<file path="config.mk">
export PLATFORM = sky130hd
export DESIGN_NAME = dmpe_mul_round
export DESIGN_NICKNAME = d
export VERILOG_FILES = /design/src/rtl/dmpe_pkg.sv /design/src/rtl/dmpe_mul_round.sv
export SDC_FILE = /design/constraint.sdc
export NUM_CORES = 2
export LEC_CHECK = 0
export BUFFER_PORTS_ARGS = -buffer_cell sky130_fd_sc_hd__buf_4
export CAP_MARGIN = 20
export CORE_UTILIZATION = 65
export DETAILED_ROUTE_END_ITERATION = 10
export PLACE_DENSITY_LB_ADDON = 0.2
export SLEW_MARGIN = 20
export SYNTH_ARGS = -nofsm -noshare
export SYNTH_HDL_FRONTEND = slang
export SYNTH_SLANG_ARGS = --single-unit
</file>
<file path="constraint.sdc">
create_clock -name vclk -period 21.6
set_clock_uncertainty 0.2 [all_clocks]
set_input_delay 2.16 -clock vclk [all_inputs]
set_output_delay 2.16 -clock vclk [all_outputs]
set_load 0.02 [all_outputs]
</file>
<file path="src/rtl/dmpe_pkg.sv">
// ----------------------------------------------------------------------------
// dmpe_pkg
// Shared types, codes, register reset values and helpers for the
// two-motor forward Euler step core.
// ----------------------------------------------------------------------------
package dmpe_pkg;

    localparam int unsigned COEF_W    = 31;
    localparam int unsigned DATA_W    = 32;
    localparam int unsigned REG_IDX_W = 3;
    localparam int unsigned FUNC_W    = 2;

    typedef logic [COEF_W-1:0]        t_coef;
    typedef logic signed [DATA_W-1:0] t_q;

    typedef enum logic [FUNC_W-1:0] {
        FUNC_SET_LEFT  = 2'd0,
        FUNC_SET_RIGHT = 2'd1,
        FUNC_TICK      = 2'd2
    } t_func;

    typedef enum logic [REG_IDX_W-1:0] {
        REG_SPEED_DECAY = 3'd0,
        REG_TORQUE      = 3'd1,
        REG_BACK_EMF    = 3'd2,
        REG_RESIST      = 3'd3,
        REG_DRIVE       = 3'd4,
        REG_V_MAX       = 3'd5,
        REG_FWD_SCALE   = 3'd6,
        REG_TURN_SCALE  = 3'd7
    } t_reg_idx;

    typedef struct packed {
        t_coef speed_decay;
        t_coef torque;
        t_coef back_emf;
        t_coef resist;
        t_coef drive;
        t_coef v_max;
        t_coef fwd_scale;
        t_coef turn_scale;
    } t_coef_regs;

    localparam t_coef RST_SPEED_DECAY = 31'd10923;
    localparam t_coef RST_TORQUE      = 31'd1092;
    localparam t_coef RST_BACK_EMF    = 31'd22;
    localparam t_coef RST_RESIST      = 31'd2185;
    localparam t_coef RST_DRIVE       = 31'd2185;
    localparam t_coef RST_V_MAX       = 31'd327680;
    localparam t_coef RST_FWD_SCALE   = 31'd131072;
    localparam t_coef RST_TURN_SCALE  = 31'd524288;

    // clamp to the signed 32-bit range
    function automatic t_q sat32(input logic signed [63:0] v);
        t_q res;
        if (v > 64'sh0000_0000_7fff_ffff) begin
            res = 32'sh7fff_ffff;
        end else if (v < -64'sh0000_0000_8000_0000) begin
            res = 32'sh8000_0000;
        end else begin
            res = v[31:0];
        end
        return res;
    endfunction

endpackage

</file>
<file path="src/rtl/dmpe_mul_round.sv">
// ----------------------------------------------------------------------------
// dmpe_mul_round
// Unsigned coefficient times signed value, rounded to FRAC_BITS fraction
// bits to nearest with ties away from zero.
// ----------------------------------------------------------------------------
module dmpe_mul_round #(
    parameter int FRAC_BITS = 16
) (
    input  logic [dmpe_pkg::COEF_W-1:0]  i_coef,
    input  logic signed [32:0]           i_x,
    output logic signed [64-FRAC_BITS:0] o_prod
);

    logic [32:0]             mag;
    logic [63:0]             prod;
    logic [63:0]             rnd;
    logic [63-FRAC_BITS:0]   rmag;

    always_comb begin
        mag    = i_x[32] ? $unsigned(-i_x) : $unsigned(i_x);
        prod   = 64'(mag) * 64'(i_coef);
        rnd    = (prod + (64'd1 << (FRAC_BITS - 1))) >> FRAC_BITS;
        rmag   = rnd[63-FRAC_BITS:0];
        o_prod = i_x[32] ? -$signed({1'b0, rmag}) : $signed({1'b0, rmag});
    end

endmodule

</file>
==> flow_summary.yaml <==
routing:
  vias_per_cell: 5.91
  ant_nets: 0
  firstDrtPassIters: 5
  wl_um: 102000
  wl_met3_um: 8530
  vias: 28399
  top_layer: "met4"
  wl_per_cell_um: 21.2
  drt_iter0_drc: 2305
  wl_met2_um: 49200
  met1_length_um: 38300
  drc_errors: 0
yosys:
  yosys-top-cells-area: "fa_1 (50%), and2_1 (10%), inv_1 (10%)"
  synth_largest_area_cell: "fa_1"
  yosysWarnings: 0
  yosysSeqAreaShare_pct: 0
  syn_area_per_cell_um2: 8.70
  synth_top_cells_by_count: "inv_1 (969), fa_1 (896), and2_1 (582), nand2_1 (537), ha_1 (285)"
  yosysMostFrequentCell: "inv_1"
  synth.net_count: 5392
  syn-cell-area_mm2: 0.0361
  synth_top_area_share_pct: 49.7
  yosysUniqueCellTypes: 72
  syn_inst: 4147
flow_run:
  cap_violations: 0
critical_path:
  startpoint_type: "input port"
  max_stage_delay_ns: 0.63
  worstPathRequired_ns: 19.24
  cp.arrival_ns: 14.18
  end_kind: "output pin"
  criticalPathCategory: "in2out"
  path_max_fanout: 31
  cp_slowest_cell: "nor4b_1"
  cpMostUsedCell: "fa_1"
placement:
  hpwl_um: 79700
  portBuffers: 113
  place.gp.congestion: 0.988
grt:
  grt_pass1_vias: 30197
  grt_antenna_before_repair: 0
  grt.total_usage_pct: 37.9
  gr-total-overflow: 0
  grt_max_degree: 84
  grt_pass1_wl_um: 165000
timing:
  rsz0062_at_grt: "false"
  hold_viol: 0
  setup_viol: 0
  final-max-slew-violation-count: 0
  hold-worst-slack_ns: 4.90
  worst_pin_slew_ns: 1.08
  relSlewSlack_pct: 27.9
  finalCritPeriodShare_pct: 76.6
  fmax_ghz: 0.0605
  timing.final.crit_period_ns: 16.54
  setup-tns-final_ns: 0
cells_and_area:
  antenna_cells: 0
  clkbuf_count: 0
  drive_gt1_share_pct: 4.92
  area_growth_pct: 3.87
  fin_nets: 5311
  seq_area_um2: 0
  seq_cells: 0
  fillCellCount: 4380
die:
  die_h_um: 238
  die_width_um: 238
  die-area_mm2: 0.0565
  io_pins: 113
  start_util_pct: 66.4
  core_area_mm2: 0.0543
  num_rows: 85
clock_network:
  post_cts_buffers: 0
  ctsResizeCount: 0
  cts_hold_buf: 0
run_status:
  status: "complete, no violations"
worst_hold_path:
  hold_path.class: "in2out"
  whs_path_depth: 3
  hold_end: "o_prod[48]"
  hold_start: "i_x[32]"
[cell type report]
type | count | area (um^2) | share of cell area [%]
multi-input combinational | 2948 | 31800 | 84.9
inverter | 969 | 3640 | 9.70
timing repair buffer | 147 | 1100 | 2.94
tap | 739 | 925 | 2.47
[per-layer routing]
metal | global-route usage, % | vias to the layer above
li1 | - | 12063
met1 | 49.9 | 14598
met2 | 63.8 | 1434
met3 | 3.70 | 304
met4 | 17.5 | 0
met5 | 0 | -
[layout by cell type (no fill, tap or decap), types with 58 or more instances in the layout]
| cell type | synthesis | final |
|---|---|---|
| buf_4 | 0 | 147 |
| nand2_1 | 537 | 537 |
| inv_1 | 969 | 969 |
| a21oi_1 | 73 | 73 |
| xnor2_1 | 89 | 60 |
| fa_1 | 896 | 896 |
| and2_1 | 582 | 582 |
| ha_1 | 285 | 285 |
| nor2_1 | 58 | 58 |
| o21ai_0 | 73 | 73 |
[cells by family after synthesis]
| group | synth area share (%) |
|---|---|
| AOI/OAI and AO/OA | 5.53 |
| xor gates and xnor gates | 2.84 |
| adders and majority gates | 59.6 |
| buffers and inverters | 12.5 |
| muxes | 0.125 |
| and+or+nand+nor | 19.4 |
[worst max-delay path by stage]
stage / slack [ns] / end / cells past startpoint / startpoint
floorplan: 6.66 / o_prod[43] / 34 / i_x[8]
global placement: 5.35 / o_prod[48] / 36 / i_x[6]
detailed placement: 5.16 / o_prod[47] / 36 / i_x[6]
CTS: 5.12 / o_prod[47] / 36 / i_x[6]
global route: 4.52 / o_prod[43] / 36 / i_x[6]
finish: 5.06 / o_prod[47] / 36 / i_x[6]
[critical path, delay by kind of cell]
family	cells	cell delay, ns
simple gates	11	4.24
buf+inv	7	0.88
fa+ha+maj	9	4.35
compound gates	7	2.20
xor+xnor	2	0.33
[through the flow]
stage | utilization [%] | instance area (um^2) | setup slack (ns) | instances
3_5_place_dp | 69.0 | 37500 | 5.16 | 4803
2_1_floorplan | - | 36100 | 6.66 | 4147
3_3_place_gp | 69.0 | 37500 | 5.35 | 4803
4_1_cts | 69.0 | 37500 | 5.12 | 4803
6_report | 69.0 | 37500 | 5.06 | 4803
5_1_grt | 69.0 | 37500 | 4.52 | 4803
Power is not shown: default switching activity piles up to over one toggle a cycle in this logic, so the estimate is an artifact.
