==> config.mk <==
export PLATFORM = sky130hd
export DESIGN_NAME = dmpe_cfg
export DESIGN_NICKNAME = d
export VERILOG_FILES = /design/src/rtl/dmpe_pkg.sv /design/src/rtl/dmpe_cfg.sv
export SDC_FILE = /design/constraint.sdc
export NUM_CORES = 1
export LEC_CHECK = 0
export BUFFER_PORTS_ARGS = -buffer_cell sky130_fd_sc_hd__buf_2
export CAP_MARGIN = 20
export CORE_MARGIN = 2
export CORE_UTILIZATION = 51
export CTS_CLUSTER_DIAMETER = 30
export DETAILED_ROUTE_END_ITERATION = 10
export PLACE_DENSITY = 0.83
export SYNTH_ARGS = -nofsm -noshare
export SYNTH_HDL_FRONTEND = slang
export SYNTH_SLANG_ARGS = --single-unit
==> constraint.sdc <==
create_clock -name i_clk -period 1.36 [get_ports i_clk]
set_clock_uncertainty 0.05 [all_clocks]
set_input_delay 0.068 -clock i_clk [delete_from_list [all_inputs] [get_ports i_clk]]
set_output_delay 0.068 -clock i_clk [all_outputs]
set_load 0.005 [all_outputs]
==> src/rtl/dmpe_pkg.sv <==
// ----------------------------------------------------------------------------
// dmpe_pkg
// Shared types, codes, register reset values and helpers for the
// two-motor forward Euler step core.
// ----------------------------------------------------------------------------
package dmpe_pkg;

    localparam int unsigned COEF_W    = 31;
    localparam int unsigned DATA_W    = 32;
    localparam int unsigned REG_IDX_W = 3;
    localparam int unsigned FUNC_W    = 2;

    typedef logic [COEF_W-1:0]        t_coef;
    typedef logic signed [DATA_W-1:0] t_q;

    typedef enum logic [FUNC_W-1:0] {
        FUNC_SET_LEFT  = 2'd0,
        FUNC_SET_RIGHT = 2'd1,
        FUNC_TICK      = 2'd2
    } t_func;

    typedef enum logic [REG_IDX_W-1:0] {
        REG_SPEED_DECAY = 3'd0,
        REG_TORQUE      = 3'd1,
        REG_BACK_EMF    = 3'd2,
        REG_RESIST      = 3'd3,
        REG_DRIVE       = 3'd4,
        REG_V_MAX       = 3'd5,
        REG_FWD_SCALE   = 3'd6,
        REG_TURN_SCALE  = 3'd7
    } t_reg_idx;

    typedef struct packed {
        t_coef speed_decay;
        t_coef torque;
        t_coef back_emf;
        t_coef resist;
        t_coef drive;
        t_coef v_max;
        t_coef fwd_scale;
        t_coef turn_scale;
    } t_coef_regs;

    localparam t_coef RST_SPEED_DECAY = 31'd10923;
    localparam t_coef RST_TORQUE      = 31'd1092;
    localparam t_coef RST_BACK_EMF    = 31'd22;
    localparam t_coef RST_RESIST      = 31'd2185;
    localparam t_coef RST_DRIVE       = 31'd2185;
    localparam t_coef RST_V_MAX       = 31'd327680;
    localparam t_coef RST_FWD_SCALE   = 31'd131072;
    localparam t_coef RST_TURN_SCALE  = 31'd524288;

    // clamp to the signed 32-bit range
    function automatic t_q sat32(input logic signed [63:0] v);
        t_q res;
        if (v > 64'sh0000_0000_7fff_ffff) begin
            res = 32'sh7fff_ffff;
        end else if (v < -64'sh0000_0000_8000_0000) begin
            res = 32'sh8000_0000;
        end else begin
            res = v[31:0];
        end
        return res;
    endfunction

endpackage

==> src/rtl/dmpe_cfg.sv <==
// ----------------------------------------------------------------------------
// dmpe_cfg
// Coefficient register file, written through a plain write port.
// ----------------------------------------------------------------------------
module dmpe_cfg (
    input  logic                                i_clk,
    input  logic                                i_rst_n,
    input  logic                                i_cfg_we,
    input  logic [dmpe_pkg::REG_IDX_W-1:0]      i_cfg_idx,
    input  logic [dmpe_pkg::COEF_W-1:0]         i_cfg_data,
    output dmpe_pkg::t_coef_regs                o_coef
);

    dmpe_pkg::t_coef_regs r_coef;

    always_ff @(posedge i_clk) begin
        if (!i_rst_n) begin
            r_coef.speed_decay <= dmpe_pkg::RST_SPEED_DECAY;
            r_coef.torque      <= dmpe_pkg::RST_TORQUE;
            r_coef.back_emf    <= dmpe_pkg::RST_BACK_EMF;
            r_coef.resist      <= dmpe_pkg::RST_RESIST;
            r_coef.drive       <= dmpe_pkg::RST_DRIVE;
            r_coef.v_max       <= dmpe_pkg::RST_V_MAX;
            r_coef.fwd_scale   <= dmpe_pkg::RST_FWD_SCALE;
            r_coef.turn_scale  <= dmpe_pkg::RST_TURN_SCALE;
        end else if (i_cfg_we) begin
            unique case (dmpe_pkg::t_reg_idx'(i_cfg_idx))
                dmpe_pkg::REG_SPEED_DECAY: r_coef.speed_decay <= i_cfg_data;
                dmpe_pkg::REG_TORQUE:      r_coef.torque      <= i_cfg_data;
                dmpe_pkg::REG_BACK_EMF:    r_coef.back_emf    <= i_cfg_data;
                dmpe_pkg::REG_RESIST:      r_coef.resist      <= i_cfg_data;
                dmpe_pkg::REG_DRIVE:       r_coef.drive       <= i_cfg_data;
                dmpe_pkg::REG_V_MAX:       r_coef.v_max       <= i_cfg_data;
                dmpe_pkg::REG_FWD_SCALE:   r_coef.fwd_scale   <= i_cfg_data;
                dmpe_pkg::REG_TURN_SCALE:  r_coef.turn_scale  <= i_cfg_data;
                default: ;
            endcase
        end
    end

    assign o_coef = r_coef;

endmodule

==> impl_metrics.json <==
{
  "synth_edf_count": 0,
  "yosys.area_share.adder_pct": 0,
  "yosys.area_share.xor_xnor_pct": 0,
  "die_h_um": 138,
  "ys.flop_type": "dfxtp_1",
  "top_layer": "met4",
  "largest_reg_flops": 248,
  "setup_slack_ns": 0.0542,
  "die-area_sq_um": 19000,
  "antenna_cells": 0,
  "synth.top_cell.area_share_pct": 54.4,
  "p_seq_share_pct": 38.2,
  "cts_buffer_depth": 3,
  "ant_nets": 0,
  "synth_top_family_by_area": "multiplexers",
  "synth.most_common_cell": "nand2_1",
  "start_util_pct": 52.4,
  "clkPwrFrac_pct": 56.4,
  "finalNetCount": 1228,
  "pin_count": 285,
  "reg2reg_slack_ns": 0.64,
  "syn_inst": 864,
  "crit_arrival_ns": 1.67,
  "slew_headroom_pct": 66.5,
  "wire_per_inst_um": 18.4,
  "coreArea_sq_um": 17400,
  "cp-start-kind": "input pin",
  "cpPeakStageDelay_ns": 0.56,
  "critical_path.endpoint_type": "flop",
  "path_class": "input pin to flop",
  "yosysTopAreaCell": "dfxtp_1",
  "portBuffers": 284,
  "cpLargestDelayFamily": "buffers and inverters",
  "numCtsBuffers": 43,
  "n_fill_cell": 1186,
  "clock-sinks": 248,
  "rr_startpoint": "o_coef[226]",
  "syn_area_sq_um": 9130,
  "area_growth_pct": 39.1,
  "finalSetupViolations": 0,
  "async_flop_share_pct": 0,
  "antenna_found_initial": 0,
  "cts-htree-levels": 2,
  "internal-power_mw": 15.3,
  "timing.final.crit_share_pct": 96.0,
  "met1Wirelength_um": 10600,
  "slew_violations": 0,
  "synth-seq-cells": 248,
  "status": "finished clean",
  "synth_common_cells": "nand2_1 (253), dfxtp_1 (248), mux2i_1 (248), nor2b_1 (42), clkbuf_1 (24)",
  "cp_slowest_cell": "dlygate4sd3_1",
  "ir_drop_mv": 1.20,
  "worst_pin_slew_ns": 0.502,
  "whs_path_depth": 3,
  "fin_util_pct": 72.9,
  "r2r_end": "o_coef[226]",
  "clock.fmax_mhz": 766,
  "worst_hold_slack_ns": 0.0178,
  "synthMuxAreaShare_pct": 27.2,
  "hold_end": "o_coef[149]",
  "row_count": 48,
  "rsz0062_at_grt": "true",
  "worstPathRequired_ns": 1.73,
  "power.density_nw_per_um2": 1550,
  "place_ws_ns": 0.0859,
  "min_from": "i_cfg_data[25]",
  "grt_usage_pct": 27.2,
  "wl_met3_um": 1870,
  "drt-total-wl_um": 26600,
  "clk_latency_ns": 0.50,
  "synth-simple-area-share_pct": 14.4,
  "final_layout_size_suffix_gt1_share_pct": 32.8,
  "critPathBufInv": 3,
  "max_cap_violations": 0,
  "p_switching_mw": 4.45,
  "power_leakage_nw": 6.72,
  "yosys_warnings": 0,
  "drt-initial-drc-count": 325,
  "num_vias": 7538,
  "clk_pin_slew_ns": 0.05,
  "synth_nets": 901,
  "place.gp.congestion": 0.787,
  "combPwrFrac_pct": 5.4,
  "cts_root_buf": "clkbuf_16",
  "grt_pass1_wl_um": 39700,
  "cts_tree": "yes",
  "wl_met2_um": 13300,
  "die-width_um": 138,
  "period_needed_ns": 1.31,
  "fin_tns_setup_ns": 0,
  "hold_violations": 0,
  "switching_share_pct": 22.6,
  "crit_chain": "dlygate4sd3_1 -> clkbuf_8 -> buf_12 -> nand2_1 -> mux2i_1",
  "drc": 0,
  "grt_max_degree": 34,
  "overflow": 0,
  "r2r_cells": 2,
  "first_pass_iters": 5,
  "grt_pass1_vias": 7545,
  "synth_compound_area_share_pct": 0,
  "synth_cell_types": 15,
  "avgSynthCellArea_sq_um": 10.6,
  "cp_max_fo": 32,
  "hp-class": "input pin to flop",
  "hpwl_um": 17400,
  "seq_area_frac_synth_pct": 54.4,
  "vias_per_cell": 5.21,
  "ys_top_cells_by_area": "dfxtp_1 (54%), mux2i_1 (27%), nand2_1 (10%)"
}
## cells in the final DEF (no fill, tap or decap), types with 5 or more instances in the layout
master,Yosys,routed
buf_12,0,12
inv_6,0,7
nor2b_1,42,42
dlygate4sd3_1,0,23
dfxtp_1,248,248
nand2_1,253,252
clkbuf_16,0,45
bufinv_16,0,6
clkinvlp_4,0,5
buf_2,21,283
mux2i_1,248,248
buf_4,10,27
## how the worst max path moves through the flow
stage / startpoint / to / slack, ns / cells past startpoint
floorplan: i_cfg_idx[1] / o_coef[232] / 0.27 / 4
global placement: i_cfg_idx[2] / o_coef[145] / 0.13 / 4
detailed placement: i_cfg_idx[2] / o_coef[142] / 0.09 / 4
CTS: i_rst_n / o_coef[120] / 0.06 / 5
global route: i_rst_n / o_coef[105] / -0.008 / 5
finish: i_rst_n / o_coef[85] / 0.05 / 5
## repair_timing
| item | in CTS | in global routing |
|---|---|---|
| endpoints found under the setup margin | 0 | 4 |
| endpoints found under the hold margin | 124 | 7 |
| resized for setup | 0 | 1 |
| hold buffers | 22 | 1 |
| buffers inserted | 0 | 0 |
## per-layer routing
| layer | vias up | track usage, % |
|---|---|---|
| li1 | 3531 | - |
| met4 | 0 | 9.64 |
| met5 | - | 0 |
| met2 | 282 | 47.7 |
| met1 | 3668 | 31.6 |
| met3 | 57 | 7.73 |
## worst min-delay path, stage by stage
cell	delay, ns
buf_2	0.08
nand2_1	0.19
mux2i_1	0.18
## metrics by stage
step                      cells  instance area, sq um  total power, mW
after detailed placement   1348                 10900             8.66
after CTS                  1446                 12700             19.8
after floorplan             864                  9130             8.20
after global placement     1348                 10900             8.64
final                      1447                 12700             19.7
after global routing       1447                 12700             20.3
## cell type report
cell class                      count  area [sq um]  area share (%)
Clock inverter                     26           345            2.72
Sequential cell                   248          4960            39.1
Timing Repair Buffer              346          2100            16.6
Clock buffer                       50          1160            9.18
Tap cell                          225           282            2.22
Multi-Input combinational cell    552          3830            30.2
## cell families after synthesis
group	Yosys count
simple gates	304
mux	248
flops	248
buf+inv	64
## power groups by stage
stage | Combinational [mW] | Clock [mW] | Sequential [mW]
final | 1.07 | 11.1 | 7.52
after global routing | 1.15 | 11.6 | 7.53
after CTS | 1.06 | 11.2 | 7.52
after detailed placement | 0.996 | 0 | 7.67
after global placement | 0.977 | 0 | 7.66
after floorplan | 0.526 | 0 | 7.68
Note: power is estimated with default switching activity, not from simulation.
